File: src/sv/apsa_pkg.sv
// Shared widths, codes, types and helpers of the affine pixel scramble address block.
package apsa_pkg;

	localparam int MAX_DIM = 4096;

	localparam int DIM_W = 13;
	localparam int CNT_W = 12;
	localparam int COEF_W = 12;
	localparam int ACC_W = 25;
	localparam int IDX_W = 24;
	localparam int PIX_W = 8;
	localparam int MUL_STEPS = COEF_W;
	localparam int STEP_W = 5;

	localparam int APB_DW = 32;
	localparam int REG_IDX_W = 3;
	localparam int ADDR_W = REG_IDX_W + 2;

	localparam logic [REG_IDX_W-1:0] REG_WIDTH = 3'd0;
	localparam logic [REG_IDX_W-1:0] REG_HEIGHT = 3'd1;
	localparam logic [REG_IDX_W-1:0] REG_COEF_XX = 3'd2;
	localparam logic [REG_IDX_W-1:0] REG_COEF_XY = 3'd3;
	localparam logic [REG_IDX_W-1:0] REG_COEF_YX = 3'd4;
	localparam logic [REG_IDX_W-1:0] REG_COEF_YY = 3'd5;
	localparam logic [REG_IDX_W-1:0] REG_SHIFT_X = 3'd6;
	localparam logic [REG_IDX_W-1:0] REG_SHIFT_Y = 3'd7;

	localparam logic [1:0] OP_MAC = 2'd0;
	localparam logic [1:0] OP_MOD = 2'd1;
	localparam logic [1:0] OP_MODC = 2'd2;

	typedef struct packed {
		logic [DIM_W-1:0] width;
		logic [DIM_W-1:0] height;
		logic [COEF_W-1:0] coef_xx;
		logic [COEF_W-1:0] coef_xy;
		logic [COEF_W-1:0] coef_yx;
		logic [COEF_W-1:0] coef_yy;
		logic [COEF_W-1:0] shift_x;
		logic [COEF_W-1:0] shift_y;
	} apsa_cfg_t;

	typedef struct packed {
		logic start;
		logic [1:0] op;
		logic [DIM_W-1:0] a1;
		logic [COEF_W-1:0] b1;
		logic [DIM_W-1:0] a2;
		logic [COEF_W-1:0] b2;
		logic [ACC_W-1:0] c;
		logic [DIM_W-1:0] m;
	} apsa_lane_cmd_t;

	typedef struct packed {
		logic busy;
		logic [ACC_W-1:0] result;
	} apsa_lane_sts_t;

	function automatic logic [DIM_W-1:0] eff_dim(input logic [DIM_W-1:0] v);
		logic [DIM_W-1:0] r;
		if (v == '0) begin
			r = DIM_W'(1);
		end else if (v > DIM_W'(MAX_DIM)) begin
			r = DIM_W'(MAX_DIM);
		end else begin
			r = v;
		end
		return r;
	endfunction

endpackage

File: src/sv/apsa_pix_if.sv
// Input pixel channel: valid, ready, direction and the three color bytes.
interface apsa_pix_if import apsa_pkg::*; ();
	logic valid;
	logic ready;
	logic cmd;
	logic [PIX_W-1:0] red_value;
	logic [PIX_W-1:0] green_value;
	logic [PIX_W-1:0] blue_value;

	modport source (output valid, output cmd, output red_value, output green_value,
		output blue_value, input ready);
	modport sink (input valid, input cmd, input red_value, input green_value,
		input blue_value, output ready);
endinterface

File: src/sv/apsa_res_if.sv
// Result channel: valid, ready, destination index, color bytes and flags.
interface apsa_res_if import apsa_pkg::*; ();
	logic valid;
	logic ready;
	logic [IDX_W-1:0] dest_index;
	logic [PIX_W-1:0] red_out;
	logic [PIX_W-1:0] green_out;
	logic [PIX_W-1:0] blue_out;
	logic not_invertible;
	logic frame_end;

	modport source (output valid, output dest_index, output red_out, output green_out,
		output blue_out, output not_invertible, output frame_end, input ready);
	modport sink (input valid, input dest_index, input red_out, input green_out,
		input blue_out, input not_invertible, input frame_end, output ready);
endinterface

File: src/sv/apsa_regs.sv
// APB register file holding frame size, matrix coefficients and offsets.
module apsa_regs import apsa_pkg::*; (
	input logic clk,
	input logic arst_n,
	input logic psel,
	input logic penable,
	input logic pwrite,
	input logic [ADDR_W-1:0] paddr,
	input logic [APB_DW-1:0] pwdata,
	output logic [APB_DW-1:0] prdata,
	output logic pready,
	output apsa_cfg_t cfg,
	output logic cfg_wr
);

	logic [REG_IDX_W-1:0] idx;
	apsa_cfg_t cfg_q;

	assign pready = 1'b1;
	assign idx = paddr[ADDR_W-1:2];
	assign cfg_wr = psel & penable & pwrite & pready;
	assign cfg = cfg_q;

	always_ff @(posedge clk or negedge arst_n) begin
		if (!arst_n) begin
			cfg_q.width <= DIM_W'(256);
			cfg_q.height <= DIM_W'(256);
			cfg_q.coef_xx <= COEF_W'(1);
			cfg_q.coef_xy <= '0;
			cfg_q.coef_yx <= '0;
			cfg_q.coef_yy <= COEF_W'(1);
			cfg_q.shift_x <= '0;
			cfg_q.shift_y <= '0;
		end else if (cfg_wr) begin
			case (idx)
				REG_WIDTH: cfg_q.width <= pwdata[DIM_W-1:0];
				REG_HEIGHT: cfg_q.height <= pwdata[DIM_W-1:0];
				REG_COEF_XX: cfg_q.coef_xx <= pwdata[COEF_W-1:0];
				REG_COEF_XY: cfg_q.coef_xy <= pwdata[COEF_W-1:0];
				REG_COEF_YX: cfg_q.coef_yx <= pwdata[COEF_W-1:0];
				REG_COEF_YY: cfg_q.coef_yy <= pwdata[COEF_W-1:0];
				REG_SHIFT_X: cfg_q.shift_x <= pwdata[COEF_W-1:0];
				REG_SHIFT_Y: cfg_q.shift_y <= pwdata[COEF_W-1:0];
				default: ;
			endcase
		end
	end

	always_comb begin
		case (idx)
			REG_WIDTH: prdata = APB_DW'(cfg_q.width);
			REG_HEIGHT: prdata = APB_DW'(cfg_q.height);
			REG_COEF_XX: prdata = APB_DW'(cfg_q.coef_xx);
			REG_COEF_XY: prdata = APB_DW'(cfg_q.coef_xy);
			REG_COEF_YX: prdata = APB_DW'(cfg_q.coef_yx);
			REG_COEF_YY: prdata = APB_DW'(cfg_q.coef_yy);
			REG_SHIFT_X: prdata = APB_DW'(cfg_q.shift_x);
			REG_SHIFT_Y: prdata = APB_DW'(cfg_q.shift_y);
			default: prdata = '0;
		endcase
	end

endmodule

File: src/sv/apsa_lane.sv
// Bit-serial arithmetic lane: shift-add multiply-accumulate and restoring remainder.
module apsa_lane import apsa_pkg::*; (
	input logic clk,
	input logic arst_n,
	input apsa_lane_cmd_t cmd,
	output apsa_lane_sts_t sts
);

	logic busy_q;
	logic [STEP_W-1:0] cnt_q;
	logic is_mac_q;
	logic [ACC_W-1:0] acc_q;
	logic [ACC_W-1:0] ma1_q;
	logic [ACC_W-1:0] ma2_q;
	logic [ACC_W-1:0] dv_q;
	logic [COEF_W-1:0] mb1_q;
	logic [COEF_W-1:0] mb2_q;
	logic [CNT_W-1:0] rem_q;
	logic [DIM_W-1:0] m_q;
	logic [DIM_W-1:0] trial;
	logic [DIM_W-1:0] rem_next;
	logic [ACC_W-1:0] acc_next;

	always_comb begin
		trial = {rem_q, dv_q[ACC_W-1]};
		rem_next = (trial >= m_q) ? trial - m_q : trial;
		acc_next = acc_q + (mb1_q[0] ? ma1_q : '0) + (mb2_q[0] ? ma2_q : '0);
	end

	always_ff @(posedge clk or negedge arst_n) begin
		if (!arst_n) begin
			busy_q <= 1'b0;
			cnt_q <= '0;
		end else if (cmd.start) begin
			busy_q <= 1'b1;
			case (cmd.op)
				OP_MAC: cnt_q <= STEP_W'(MUL_STEPS);
				OP_MOD: cnt_q <= STEP_W'(ACC_W);
				OP_MODC: cnt_q <= STEP_W'(CNT_W);
				default: begin
					busy_q <= 1'b0;
					cnt_q <= '0;
				end
			endcase
		end else if (busy_q) begin
			cnt_q <= cnt_q - STEP_W'(1);
			if (cnt_q == STEP_W'(1)) begin
				busy_q <= 1'b0;
			end
		end
	end

	always_ff @(posedge clk) begin
		if (cmd.start) begin
			m_q <= cmd.m;
			rem_q <= '0;
			case (cmd.op)
				OP_MAC: begin
					is_mac_q <= 1'b1;
					acc_q <= cmd.c;
					ma1_q <= ACC_W'(cmd.a1);
					ma2_q <= ACC_W'(cmd.a2);
					mb1_q <= cmd.b1;
					mb2_q <= cmd.b2;
				end
				OP_MOD: begin
					is_mac_q <= 1'b0;
					dv_q <= acc_q;
				end
				OP_MODC: begin
					is_mac_q <= 1'b0;
					dv_q <= {cmd.c[CNT_W-1:0], {(ACC_W-CNT_W){1'b0}}};
				end
				default: is_mac_q <= 1'b0;
			endcase
		end else if (busy_q) begin
			if (is_mac_q) begin
				acc_q <= acc_next;
				ma1_q <= ma1_q << 1;
				ma2_q <= ma2_q << 1;
				mb1_q <= mb1_q >> 1;
				mb2_q <= mb2_q >> 1;
			end else begin
				rem_q <= rem_next[CNT_W-1:0];
				dv_q <= dv_q << 1;
				if (cnt_q == STEP_W'(1)) begin
					acc_q <= ACC_W'(rem_next);
				end
			end
		end
	end

	assign sts.busy = busy_q;
	assign sts.result = acc_q;

endmodule

File: src/sv/affine_pixel_scramble_address_top.sv
// Top level: pixel sequencer, raster counters, inverse search and result register.
// Pixels are taken one at a time in raster order. Arithmetic runs on two bit-serial
// lanes, x modulo the width and y modulo the height (y modulo the width while the
// inverse matrix is built; the index step uses the x lane only). A multiply-accumulate
// or a 12-bit position reduction runs 12 bit steps, a 25-bit remainder one per bit.
// A forward pixel runs position reduction, multiply-accumulate, remainder and index;
// an inverse pixel adds a shift reduction. The first inverse pixel after reset or
// after any register write also computes the inverse matrix, searching one cycle per
// candidate over up to width minus one candidates. The next pixel is accepted once the
// sequencer is idle; the previous result may still wait in the output register.
module affine_pixel_scramble_address_top import apsa_pkg::*; (
	input logic clk,
	input logic arst_n,
	input logic psel,
	input logic penable,
	input logic pwrite,
	input logic [ADDR_W-1:0] paddr,
	input logic [APB_DW-1:0] pwdata,
	output logic [APB_DW-1:0] prdata,
	output logic pready,
	apsa_pix_if.sink pix,
	apsa_res_if.source res
);

	localparam logic [3:0] ST_IDLE = 4'd0;
	localparam logic [3:0] ST_POS = 4'd1;
	localparam logic [3:0] ST_FMAC = 4'd2;
	localparam logic [3:0] ST_FMOD = 4'd3;
	localparam logic [3:0] ST_IDX = 4'd4;
	localparam logic [3:0] ST_OUT = 4'd5;
	localparam logic [3:0] ST_DMAC = 4'd6;
	localparam logic [3:0] ST_DMOD = 4'd7;
	localparam logic [3:0] ST_SRCH = 4'd8;
	localparam logic [3:0] ST_C1MAC = 4'd9;
	localparam logic [3:0] ST_C1MOD = 4'd10;
	localparam logic [3:0] ST_C2MAC = 4'd11;
	localparam logic [3:0] ST_C2MOD = 4'd12;
	localparam logic [3:0] ST_SHF = 4'd13;
	localparam logic [3:0] ST_IMAC = 4'd14;

	apsa_cfg_t cfg;
	logic cfg_wr;
	apsa_lane_cmd_t cmd_x;
	apsa_lane_cmd_t cmd_y;
	apsa_lane_sts_t sts_x;
	apsa_lane_sts_t sts_y;

	logic [3:0] state_q;
	logic issued_q;
	logic [CNT_W-1:0] col_q;
	logic [CNT_W-1:0] row_q;
	logic inv_ready_q;
	logic inv_failed_q;
	logic res_valid_q;

	logic cmd_q;
	logic [PIX_W-1:0] red_q;
	logic [PIX_W-1:0] green_q;
	logic [PIX_W-1:0] blue_q;
	logic fe_q;
	logic bad_q;
	logic [CNT_W-1:0] x_q;
	logic [CNT_W-1:0] y_q;
	logic [CNT_W-1:0] nx_q;
	logic [CNT_W-1:0] ny_q;
	logic [IDX_W-1:0] dest_q;
	logic [CNT_W-1:0] det_q;
	logic [CNT_W-1:0] r_q;
	logic [CNT_W-1:0] i_q;
	logic [CNT_W-1:0] inv_q [4];

	logic [IDX_W-1:0] dest_o_q;
	logic [PIX_W-1:0] red_o_q;
	logic [PIX_W-1:0] green_o_q;
	logic [PIX_W-1:0] blue_o_q;
	logic ni_o_q;
	logic fe_o_q;

	logic [DIM_W-1:0] w_eff;
	logic [DIM_W-1:0] h_eff;
	logic last_col;
	logic last_row;
	logic use_x;
	logic use_y;
	logic lanes_idle;
	logic op_done;
	logic accept;
	logic out_load;
	logic [CNT_W-1:0] rx;
	logic [CNT_W-1:0] ry;
	logic [DIM_W-1:0] r_sum;
	logic [DIM_W-1:0] r_wrap;
	logic [DIM_W-1:0] i_next;
	logic found;
	logic exhausted;

	function automatic logic [CNT_W-1:0] mod_sub(input logic [CNT_W-1:0] a,
		input logic [CNT_W-1:0] b, input logic [DIM_W-1:0] m);
		logic [DIM_W-1:0] t;
		if (a >= b) begin
			t = DIM_W'(a) - DIM_W'(b);
		end else begin
			t = DIM_W'(a) + m - DIM_W'(b);
		end
		return t[CNT_W-1:0];
	endfunction

	apsa_regs u_regs (
		.clk(clk),
		.arst_n(arst_n),
		.psel(psel),
		.penable(penable),
		.pwrite(pwrite),
		.paddr(paddr),
		.pwdata(pwdata),
		.prdata(prdata),
		.pready(pready),
		.cfg(cfg),
		.cfg_wr(cfg_wr)
	);

	apsa_lane u_lane_x (
		.clk(clk),
		.arst_n(arst_n),
		.cmd(cmd_x),
		.sts(sts_x)
	);

	apsa_lane u_lane_y (
		.clk(clk),
		.arst_n(arst_n),
		.cmd(cmd_y),
		.sts(sts_y)
	);

	assign w_eff = eff_dim(cfg.width);
	assign h_eff = eff_dim(cfg.height);
	assign last_col = (DIM_W'(col_q) + DIM_W'(1)) >= w_eff;
	assign last_row = (DIM_W'(row_q) + DIM_W'(1)) >= h_eff;
	assign lanes_idle = !sts_x.busy && !sts_y.busy;
	assign op_done = issued_q && lanes_idle;
	assign accept = pix.valid && pix.ready;
	assign out_load = (state_q == ST_OUT) && (!res_valid_q || res.ready);
	assign rx = sts_x.result[CNT_W-1:0];
	assign ry = sts_y.result[CNT_W-1:0];
	assign r_sum = DIM_W'(r_q) + DIM_W'(det_q);
	assign r_wrap = (r_sum >= w_eff) ? r_sum - w_eff : r_sum;
	assign i_next = DIM_W'(i_q) + DIM_W'(1);
	assign found = (r_q == CNT_W'(1));
	assign exhausted = i_next >= w_eff;

	assign pix.ready = (state_q == ST_IDLE);
	assign res.valid = res_valid_q;
	assign res.dest_index = dest_o_q;
	assign res.red_out = red_o_q;
	assign res.green_out = green_o_q;
	assign res.blue_out = blue_o_q;
	assign res.not_invertible = ni_o_q;
	assign res.frame_end = fe_o_q;

	always_comb begin
		cmd_x = '0;
		cmd_y = '0;
		use_x = 1'b0;
		use_y = 1'b0;
		case (state_q)
			ST_POS: begin
				use_x = 1'b1;
				use_y = 1'b1;
				cmd_x.op = OP_MODC;
				cmd_x.c = ACC_W'(x_q);
				cmd_x.m = w_eff;
				cmd_y.op = OP_MODC;
				cmd_y.c = ACC_W'(y_q);
				cmd_y.m = h_eff;
			end
			ST_SHF: begin
				use_x = 1'b1;
				use_y = 1'b1;
				cmd_x.op = OP_MODC;
				cmd_x.c = ACC_W'(cfg.shift_x);
				cmd_x.m = w_eff;
				cmd_y.op = OP_MODC;
				cmd_y.c = ACC_W'(cfg.shift_y);
				cmd_y.m = h_eff;
			end
			ST_FMAC: begin
				use_x = 1'b1;
				use_y = 1'b1;
				cmd_x.op = OP_MAC;
				cmd_x.a1 = DIM_W'(cfg.coef_xx);
				cmd_x.b1 = x_q;
				cmd_x.a2 = DIM_W'(cfg.coef_xy);
				cmd_x.b2 = y_q;
				cmd_x.c = ACC_W'(cfg.shift_x);
				cmd_y.op = OP_MAC;
				cmd_y.a1 = DIM_W'(cfg.coef_yx);
				cmd_y.b1 = x_q;
				cmd_y.a2 = DIM_W'(cfg.coef_yy);
				cmd_y.b2 = y_q;
				cmd_y.c = ACC_W'(cfg.shift_y);
			end
			ST_IMAC: begin
				use_x = 1'b1;
				use_y = 1'b1;
				cmd_x.op = OP_MAC;
				cmd_x.a1 = DIM_W'(inv_q[0]);
				cmd_x.b1 = x_q;
				cmd_x.a2 = DIM_W'(inv_q[1]);
				cmd_x.b2 = y_q;
				cmd_y.op = OP_MAC;
				cmd_y.a1 = DIM_W'(inv_q[2]);
				cmd_y.b1 = x_q;
				cmd_y.a2 = DIM_W'(inv_q[3]);
				cmd_y.b2 = y_q;
			end
			ST_FMOD: begin
				use_x = 1'b1;
				use_y = 1'b1;
				cmd_x.op = OP_MOD;
				cmd_x.m = w_eff;
				cmd_y.op = OP_MOD;
				cmd_y.m = h_eff;
			end
			ST_IDX: begin
				use_x = 1'b1;
				cmd_x.op = OP_MAC;
				cmd_x.a1 = w_eff;
				cmd_x.b1 = ny_q;
				cmd_x.c = ACC_W'(nx_q);
				cmd_x.m = w_eff;
			end
			ST_DMAC: begin
				use_x = 1'b1;
				use_y = 1'b1;
				cmd_x.op = OP_MAC;
				cmd_x.a1 = DIM_W'(cfg.coef_xx);
				cmd_x.b1 = cfg.coef_yy;
				cmd_y.op = OP_MAC;
				cmd_y.a1 = DIM_W'(cfg.coef_xy);
				cmd_y.b1 = cfg.coef_yx;
			end
			ST_C1MAC: begin
				use_x = 1'b1;
				use_y = 1'b1;
				cmd_x.op = OP_MAC;
				cmd_x.a1 = DIM_W'(cfg.coef_yy);
				cmd_x.b1 = i_q;
				cmd_y.op = OP_MAC;
				cmd_y.a1 = DIM_W'(cfg.coef_xy);
				cmd_y.b1 = i_q;
			end
			ST_C2MAC: begin
				use_x = 1'b1;
				use_y = 1'b1;
				cmd_x.op = OP_MAC;
				cmd_x.a1 = DIM_W'(cfg.coef_xx);
				cmd_x.b1 = i_q;
				cmd_y.op = OP_MAC;
				cmd_y.a1 = DIM_W'(cfg.coef_yx);
				cmd_y.b1 = i_q;
			end
			ST_DMOD, ST_C1MOD, ST_C2MOD: begin
				use_x = 1'b1;
				use_y = 1'b1;
				cmd_x.op = OP_MOD;
				cmd_x.m = w_eff;
				cmd_y.op = OP_MOD;
				cmd_y.m = w_eff;
			end
			default: ;
		endcase
		cmd_x.start = use_x && !issued_q;
		cmd_y.start = use_y && !issued_q;
	end

	always_ff @(posedge clk or negedge arst_n) begin
		if (!arst_n) begin
			state_q <= ST_IDLE;
			issued_q <= 1'b0;
			col_q <= '0;
			row_q <= '0;
			inv_ready_q <= 1'b0;
			inv_failed_q <= 1'b0;
			res_valid_q <= 1'b0;
		end else begin
			if (res_valid_q && res.ready) begin
				res_valid_q <= 1'b0;
			end
			if (cfg_wr) begin
				inv_ready_q <= 1'b0;
			end
			if (use_x || use_y) begin
				if (!issued_q) begin
					issued_q <= 1'b1;
				end else if (lanes_idle) begin
					issued_q <= 1'b0;
				end
			end
			case (state_q)
				ST_IDLE: begin
					if (accept) begin
						if (last_col) begin
							col_q <= '0;
							row_q <= last_row ? '0 : row_q + CNT_W'(1);
						end else begin
							col_q <= col_q + CNT_W'(1);
						end
						if (!pix.cmd) begin
							state_q <= ST_POS;
						end else if (!inv_ready_q) begin
							state_q <= ST_DMAC;
						end else if (inv_failed_q) begin
							state_q <= ST_OUT;
						end else begin
							state_q <= ST_POS;
						end
					end
				end
				ST_POS: if (op_done) state_q <= cmd_q ? ST_SHF : ST_FMAC;
				ST_SHF: if (op_done) state_q <= ST_IMAC;
				ST_FMAC: if (op_done) state_q <= ST_FMOD;
				ST_IMAC: if (op_done) state_q <= ST_FMOD;
				ST_FMOD: if (op_done) state_q <= ST_IDX;
				ST_IDX: if (op_done) state_q <= ST_OUT;
				ST_DMAC: if (op_done) state_q <= ST_DMOD;
				ST_DMOD: if (op_done) state_q <= ST_SRCH;
				ST_SRCH: begin
					if (found) begin
						state_q <= ST_C1MAC;
					end else if (exhausted) begin
						inv_ready_q <= 1'b1;
						inv_failed_q <= 1'b1;
						state_q <= ST_OUT;
					end
				end
				ST_C1MAC: if (op_done) state_q <= ST_C1MOD;
				ST_C1MOD: if (op_done) state_q <= ST_C2MAC;
				ST_C2MAC: if (op_done) state_q <= ST_C2MOD;
				ST_C2MOD: begin
					if (op_done) begin
						inv_ready_q <= 1'b1;
						inv_failed_q <= 1'b0;
						state_q <= ST_POS;
					end
				end
				ST_OUT: begin
					if (out_load) begin
						res_valid_q <= 1'b1;
						state_q <= ST_IDLE;
					end
				end
				default: state_q <= ST_IDLE;
			endcase
		end
	end

	always_ff @(posedge clk) begin
		case (state_q)
			ST_IDLE: begin
				if (accept) begin
					cmd_q <= pix.cmd;
					red_q <= pix.red_value;
					green_q <= pix.green_value;
					blue_q <= pix.blue_value;
					fe_q <= last_col && last_row;
					x_q <= col_q;
					y_q <= row_q;
					bad_q <= pix.cmd && inv_ready_q && inv_failed_q;
					dest_q <= '0;
				end
			end
			ST_POS: begin
				if (op_done) begin
					x_q <= rx;
					y_q <= ry;
				end
			end
			ST_SHF: begin
				if (op_done) begin
					x_q <= mod_sub(x_q, rx, w_eff);
					y_q <= mod_sub(y_q, ry, h_eff);
				end
			end
			ST_FMOD: begin
				if (op_done) begin
					nx_q <= rx;
					ny_q <= ry;
				end
			end
			ST_IDX: begin
				if (op_done) begin
					dest_q <= sts_x.result[IDX_W-1:0];
				end
			end
			ST_DMOD: begin
				if (op_done) begin
					det_q <= mod_sub(rx, ry, w_eff);
					r_q <= mod_sub(rx, ry, w_eff);
					i_q <= CNT_W'(1);
				end
			end
			ST_SRCH: begin
				if (!found) begin
					if (exhausted) begin
						bad_q <= 1'b1;
						dest_q <= '0;
					end else begin
						i_q <= i_next[CNT_W-1:0];
						r_q <= r_wrap[CNT_W-1:0];
					end
				end
			end
			ST_C1MOD: begin
				if (op_done) begin
					inv_q[0] <= rx;
					inv_q[1] <= mod_sub('0, ry, w_eff);
				end
			end
			ST_C2MOD: begin
				if (op_done) begin
					inv_q[3] <= rx;
					inv_q[2] <= mod_sub('0, ry, w_eff);
				end
			end
			ST_OUT: begin
				if (out_load) begin
					dest_o_q <= dest_q;
					red_o_q <= red_q;
					green_o_q <= green_q;
					blue_o_q <= blue_q;
					ni_o_q <= bad_q;
					fe_o_q <= fe_q;
				end
			end
			default: ;
		endcase
	end

endmodule

File: src/flat_wrapper.sv
// flat-port wrapper written by rule: the top's interface ports become plain ports
module affine_pixel_scramble_address_top_flat import apsa_pkg::*;
  (clk, arst_n, psel, penable, pwrite, paddr, pwdata, prdata, pready, pix_valid, pix_cmd, pix_red_value, pix_green_value, pix_blue_value, pix_ready, res_valid, res_dest_index, res_red_out, res_green_out, res_blue_out, res_not_invertible, res_frame_end, res_ready);
  apsa_pix_if pix_i ();
  apsa_res_if res_i ();
  input logic clk;
  input logic arst_n;
  input logic psel;
  input logic penable;
  input logic pwrite;
  input logic [ADDR_W-1:0] paddr;
  input logic [APB_DW-1:0] pwdata;
  output logic [APB_DW-1:0] prdata;
  output logic pready;
  input wire logic [$bits(pix_i.valid)-1:0] pix_valid;
  input wire logic [$bits(pix_i.cmd)-1:0] pix_cmd;
  input wire logic [$bits(pix_i.red_value)-1:0] pix_red_value;
  input wire logic [$bits(pix_i.green_value)-1:0] pix_green_value;
  input wire logic [$bits(pix_i.blue_value)-1:0] pix_blue_value;
  output wire logic [$bits(pix_i.ready)-1:0] pix_ready;
  output wire logic [$bits(res_i.valid)-1:0] res_valid;
  output wire logic [$bits(res_i.dest_index)-1:0] res_dest_index;
  output wire logic [$bits(res_i.red_out)-1:0] res_red_out;
  output wire logic [$bits(res_i.green_out)-1:0] res_green_out;
  output wire logic [$bits(res_i.blue_out)-1:0] res_blue_out;
  output wire logic [$bits(res_i.not_invertible)-1:0] res_not_invertible;
  output wire logic [$bits(res_i.frame_end)-1:0] res_frame_end;
  input wire logic [$bits(res_i.ready)-1:0] res_ready;
  assign pix_i.valid = pix_valid;
  assign pix_i.cmd = pix_cmd;
  assign pix_i.red_value = pix_red_value;
  assign pix_i.green_value = pix_green_value;
  assign pix_i.blue_value = pix_blue_value;
  assign pix_ready = pix_i.ready;
  assign res_valid = res_i.valid;
  assign res_dest_index = res_i.dest_index;
  assign res_red_out = res_i.red_out;
  assign res_green_out = res_i.green_out;
  assign res_blue_out = res_i.blue_out;
  assign res_not_invertible = res_i.not_invertible;
  assign res_frame_end = res_i.frame_end;
  assign res_i.ready = res_ready;
  affine_pixel_scramble_address_top u_core (.clk(clk), .arst_n(arst_n), .psel(psel), .penable(penable), .pwrite(pwrite), .paddr(paddr), .pwdata(pwdata), .prdata(prdata), .pready(pready), .pix(pix_i), .res(res_i));
endmodule
File: config.mk
export PLATFORM = sky130hd
export DESIGN_NAME = affine_pixel_scramble_address_top_flat
export DESIGN_NICKNAME = d
export VERILOG_FILES = /design/src/sv/apsa_pkg.sv /design/src/sv/apsa_pix_if.sv /design/src/sv/apsa_res_if.sv /design/src/sv/apsa_regs.sv /design/src/sv/apsa_lane.sv /design/src/sv/affine_pixel_scramble_address_top.sv /design/src/flat_wrapper.sv
export SDC_FILE = /design/constraint.sdc
export NUM_CORES = 2
export LEC_CHECK = 0
export BUFFER_PORTS_ARGS = -buffer_cell sky130_fd_sc_hd__buf_4
export CORE_MARGIN = 2
export CORE_UTILIZATION = 45
export CTS_CLUSTER_DIAMETER = 40
export DETAILED_ROUTE_END_ITERATION = 8
export PLACE_DENSITY = 0.59
export SKIP_LAST_GASP = 1
export SYNTH_ARGS = -nofsm -noshare
export SYNTH_HDL_FRONTEND = slang
export SYNTH_HIERARCHICAL = 1
export SYNTH_SLANG_ARGS = --single-unit
File: constraint.sdc
create_clock -name clk -period 11.15 [get_ports clk]
set_input_delay 1.6725 -clock clk [delete_from_list [all_inputs] [get_ports clk]]
set_output_delay 1.6725 -clock clk [all_outputs]
set_load 0.005 [all_outputs]
# Word-level counts from Yosys, hierarchy flattened
# Memories as Yosys holds them, arrays and structs flattened.
# Index checks and enable logic that the tools add are counted.
# word_totals
reg_bits	627
latch_bits	0
mem_bits_rw	48
mem_bits_ro	0
output_inout_bits	85
wordCells	383
mem_count	1
# mem_list
name	words	width	read_ports	rd_ports_with_merged_regs	wr	line	text
u_core.inv_q	4	12	4	0	2	affine_pixel_scramble_address_top.sv:70	logic [CNT_W-1:0] inv_q [4];
# classes
addsub	26
multipliers	0
n_div	0
n_lt_le_gt_ge	12
n_eq_ne	49
n_shift	0
n_mux	162
bitwise	4
reduce_logical	72
# ops
cell	n
25-bit two-way mux	36
12-bit two-way mux	40
32-bit one-hot mux with 8 select lines	1
25-bit one-hot mux with 6 select lines	1
24-bit one-hot mux with 5 select lines	1
12-bit one-hot mux with 3 select lines	3
25-bit adder	4
25-bit one-hot mux with 2 select lines	2
24-bit two-way mux	4
24-bit one-hot mux with 2 select lines	2
12-bit subtractor	8
13-bit greater-or-equal comparator	6
13-bit two-way mux	6
4-bit two-way mux	18
12-bit one-hot mux with 2 select lines	3
24-bit one-hot mux with 3 select lines	1
4-bit one-hot mux with 14 select lines	1
12-bit by 1-bit adder with 13-bit output (second input constant)	3
12-bit adder	3
12-bit greater-or-equal comparator	3
12-bit OR reduction	3
1-bit two-way mux	30
2-bit by 1-bit != test with 1-bit output (second input constant)	15
4-bit equality test (second input constant)	7
other kinds (48)	124

# Longest topological paths before layout
# depth
depth_word	8
mapped_depth	21
depth_no_buf	19

# Cells and area by module
# The synthesis kept the hierarchy.
# modules_own_cells
module	n_inst	cells_per_inst	area_per_inst_um2
affine_pixel_scramble_address_top	1	1905	18858.1
apsa_lane at u_core.u_lane_y	1	830	9457.8
apsa_lane at u_core.u_lane_x	1	809	9291.4
apsa_regs	1	350	4715.8

# Least setup slack after synthesis
# Ideal clock, no wire load.
# synth_path
path_type	flip-flop to flip-flop
from	register u_core.state_q[3]
to	register u_core.u_lane_x.ma1_q[0] (enable)
setup_ns	0.608
t_arrival_ns	7.478
t_required_ns	10.542
slack_ns	3.063
path_stages_with_launch	10
n_path_buf	4
period_less_slack_ns	8.087
cell_sequence	dfrtp_1 -> buf_2 -> buf_1 -> clkbuf_1 -> xnor2_1 -> a31oi_1 -> inv_1 -> clkbuf_1 -> nand2_1 -> o21ai_0
# synth_lines
element	line	text
from (decl)	affine_pixel_scramble_address_top.sv:48	logic [3:0] state_q;
from (signal assigned)	affine_pixel_scramble_address_top.sv:320	ST_POS: if (op_done) state_q <= cmd_q ? ST_SHF : ST_FMAC;
to (signal assigned)	apsa_lane.sv:61	ma1_q <= ACC_W'(cmd.a1);
to (signal assigned)	apsa_lane.sv:79	ma1_q <= ma1_q << 1;
to (decl)	apsa_lane.sv:13	logic [ACC_W-1:0] ma1_q;

# Final worst setup path
# layout_path
from	register u_core.u_regs.cfg_q (netlist bit u_core/u_regs/cfg[97])
to	register u_core.r_q[9] (enable)
# layout_between
elab_chain_cells	6
# layout_rtl
element	line	text
from (decl)	apsa_regs.sv:17	apsa_cfg_t cfg_q;
13-bit greater-than comparator	apsa_pkg.sv:63	end else if (v > DIM_W'(MAX_DIM)) begin
13-bit two-way mux	apsa_pkg.sv:63	
13-bit two-way mux *	apsa_pkg.sv:61	if (v == '0) begin
13-bit greater-or-equal comparator *	affine_pixel_scramble_address_top.sv:150	assign exhausted = i_next >= w_eff;
2-bit != test (no source line) *	n/a	
4-bit AND reduction (no source line) *	n/a	
to (signal assigned)	affine_pixel_scramble_address_top.sv:399	r_q <= mod_sub(rx, ry, w_eff);
to (signal assigned)	affine_pixel_scramble_address_top.sv:410	r_q <= r_wrap[CNT_W-1:0];
to (decl)	affine_pixel_scramble_address_top.sv:68	logic [CNT_W-1:0] r_q;
# Mark *: on every way between the ends. The rest lies on a longest branch, timed or not.
# A chain may end at the register's enable or synchronous reset.

==> impl_metrics.json <==
{
  "status": "finished, final reports clean",
  "cts_setup_buffers": 0,
  "worstMarginPinSlew_ns": 1.198,
  "clk_latency_ns": 0.70,
  "cts_resized": 0,
  "grt_max_degree": 178,
  "cp-start-kind": "flop",
  "grt_usage_pct": 27.87,
  "finClkSkew_ns": 0.03602,
  "rsz0062_at_grt": "no",
  "max_freq_ghz": 0.1917,
  "period_needed_ns": 5.215,
  "drive_gt1_share_pct": 16.81,
  "grt_pass1_wl_um": 201600,
  "synth_area_leaders": "edfxtp_1, dfrtp_1, ha_1, mux2_2, fa_1",
  "post-place-ws_ns": 6.004,
  "hold_buffers": 0,
  "cp.required_ns": 11.51,
  "first_global_vias": 30350,
  "min_path_type": "flop to flop",
  "async_flop_share_pct": 21.04,
  "dieArea_um2": 96520,
  "vias": 32050,
  "synthCells": 3894,
  "die_w_um": 310.7,
  "arrival_ns": 5.58,
  "drt_iter0_markers": 4035,
  "clockBufferDepth": 3,
  "dr.pass1.iters": 8,
  "ys_seq_elements": 675,
  "routed_wl_um": 137400,
  "cp_max_fo": 17,
  "path_delay_family": "compound AO/OA/AOI/OAI gates",
  "maxSlewHeadroom_pct": 20.11,
  "fin_nets": 4443,
  "yosysWarningCount": 6,
  "final_cell_mix": "edfxtp_1, nand2_1, inv_1, o21ai_0, ha_1",
  "area_growth_pct": 15.32,
  "start_util_pct": 45.35,
  "crit_path_end_kind": "flop",
  "ant_nets": 0,
  "drv_slew": 0,
  "route.detailed.drc": 0,
  "clkSinkCount": 675,
  "synth_top_area_share_pct": 36.11,
  "path_class": "flop to flop",
  "critical_path.slowest_cell": "nand2_1",
  "syn_area_um2": 42320,
  "cts.htree.levels": 3,
  "path_clk_slew_ns": 0.06,
  "ioPinCount": 154,
  "fin_ws_ns": 5.935,
  "maxCapViolations": 0,
  "cts_tree": "yes",
  "ys.flop_type": "edfxtp_1",
  "core_um2": 93330,
  "yosys.area.top_type": "edfxtp_1",
  "routabilityCongestion": 0.9127,
  "fp-row-count": 112,
  "finalHoldViolations": 0,
  "setup_viol": 0,
  "antenna_found_initial": 3,
  "drt-wirelength-per-cell_um": 25.35,
  "cpPeakStageDelay_ns": 0.74,
  "grt_overflow_total": 0,
  "postSynthAreaPerCell_um2": 10.87,
  "synth_edf_count": 509,
  "final_common_cell": "edfxtp_1",
  "cts_buffers": 118,
  "cpMostUsedCell": "o21a_1",
  "tns_ns": 0,
  "fin_crit_sh_pct": 46.77,
  "root_buffer": "clkbuf_16",
  "synth_seq_area_share_pct": 45.66,
  "synth_cell_types": 125,
  "chipHeight_um": 310.7,
  "critPathBufInv": 2,
  "crit_chain": "inv_2, nand2_1, ha_1, nor2b_1, o21a_1, o21a_1, o21bai_1, a31oi_1, o31ai_1, and3_1, a2bb2oi_2, buf_4",
  "dp_hpwl_um": 98340,
  "port_buffers": 112,
  "via_per_inst": 5.913
}
-- worst paths after layout --
| path | end | slack, ns | depth (start not counted) | from |
|---|---|---|---|---|
| max in group asynchronous | u_core/u_regs/cfg[70] | 8.34 | 3 | arst_n |
| min in group asynchronous | u_core/u_lane_y/cnt_q[4] | 0.92 | 1 | arst_n |
| min | u_core/res.green_out[6] | 0.41 | 0 | u_core/green_q[6] |
| min reg2reg | u_core/res.green_out[6] | 0.41 | 0 | u_core/green_q[6] |
| max reg2reg | u_core/r_q[9] | 5.93 | 12 | u_core/u_regs/cfg[97] |
| max | u_core/r_q[9] | 5.93 | 12 | u_core/u_regs/cfg[97] |
-- synthesized netlist by cell type, types with 26 or more instances --
cell / instances
o21ai_0: 230
a21o_1: 62
ha_1: 224
a211oi_1: 30
and2_1: 140
inv_1: 266
nand2_1: 281
edfxtp_1: 509
xor2_1: 70
buf_4: 36
a222oi_1: 27
fa_1: 91
nor2b_1: 89
xnor2_1: 105
nand3_1: 84
a21oi_1: 188
dfrtp_1: 138
and3_1: 33
nor2_1: 212
nor3_1: 68
nand2b_1: 32
a31oi_1: 31
a22o_1: 59
mux2i_1: 80
mux2_2: 200
a22oi_1: 46
clkbuf_1: 108
o211ai_1: 26
-- kinds of logic (layout without fill, tap and decap cells) --
| family | Yosys count | after routing | share of synthesized area, % |
|---|---|---|---|
| buf+inv | 455 | 679 | 4.698 |
| mux | 284 | 284 | 7.355 |
| flops | 675 | 675 | 45.66 |
| xor+xnor | 176 | 176 | 3.660 |
| compound gates | 932 | 932 | 15.05 |
| fa+ha+maj | 318 | 318 | 11.00 |
| other cells | 3 | 51 | 0.02660 |
| simple gates | 1051 | 1051 | 12.55 |
-- metrics by stage --
stage / std cells / util (%) / area (um^2) / hold slack [ns]
6_report: 5420 / 52.29 / 48810 / 0.4135
3_3_place_gp: 5193 / 47.85 / 44660 / 0.4002
5_1_grt: 5419 / 52.29 / 48800 / 0.4148
3_5_place_dp: 5193 / 47.85 / 44660 / 0.4045
2_1_floorplan: 3940 / - / 42500 / 0.4003
4_1_cts: 5418 / 52.29 / 48800 / 0.4119
-- layer usage --
metal  GRT usage, %  wire (um)  vias up
met5              0         11        -
met4          10.22       5258        2
met3          5.059      11300      271
met2          41.90      59930     1301
met1          40.16      60920    15900
li1               -          -    14580
-- state kept, by name, indices dropped and copies added (netlist names), 13 cells and up --
signal                 flops
u_core/dest_q             24
u_core/inv_q              48
u_core/res.dest_index     24
u_core/u_lane_x/acc_q     25
u_core/u_lane_x/dv_q      25
u_core/u_lane_x/m_q       13
u_core/u_lane_x/ma1_q     25
u_core/u_lane_x/ma2_q     25
u_core/u_lane_y/acc_q     25
u_core/u_lane_y/dv_q      25
u_core/u_lane_y/m_q       13
u_core/u_lane_y/ma1_q     25
u_core/u_lane_y/ma2_q     25
u_core/u_regs/cfg         98
-- worst register-to-register path, cell delays in order (launching register included) --
cell and delay [ns]:
dfrtp_1 0.47, inv_2 0.55, nand2_1 0.74, ha_1 0.57, nor2b_1 0.13, o21a_1 0.16
o21a_1 0.16, o21bai_1 0.12, a31oi_1 0.09, o31ai_1 0.59, and3_1 0.28, a2bb2oi_2 0.62
buf_4 0.39
-- cell type report --
class / instances / area, um^2
fillers: 8426 / 44520
multi-input cells: 2810 / 21330
flip-flops and latches: 675 / 19320
clock buffers: 138 / 3194
well taps: 1254 / 1569
repair buffers: 186 / 1425
inverters: 268 / 1006
clock inverters: 87 / 948.4
diodes: 2 / 5.005
Power is left out: the tool's default activity adds up to more than one toggle a clock period on the data nets, which glitch-free logic cannot reach.
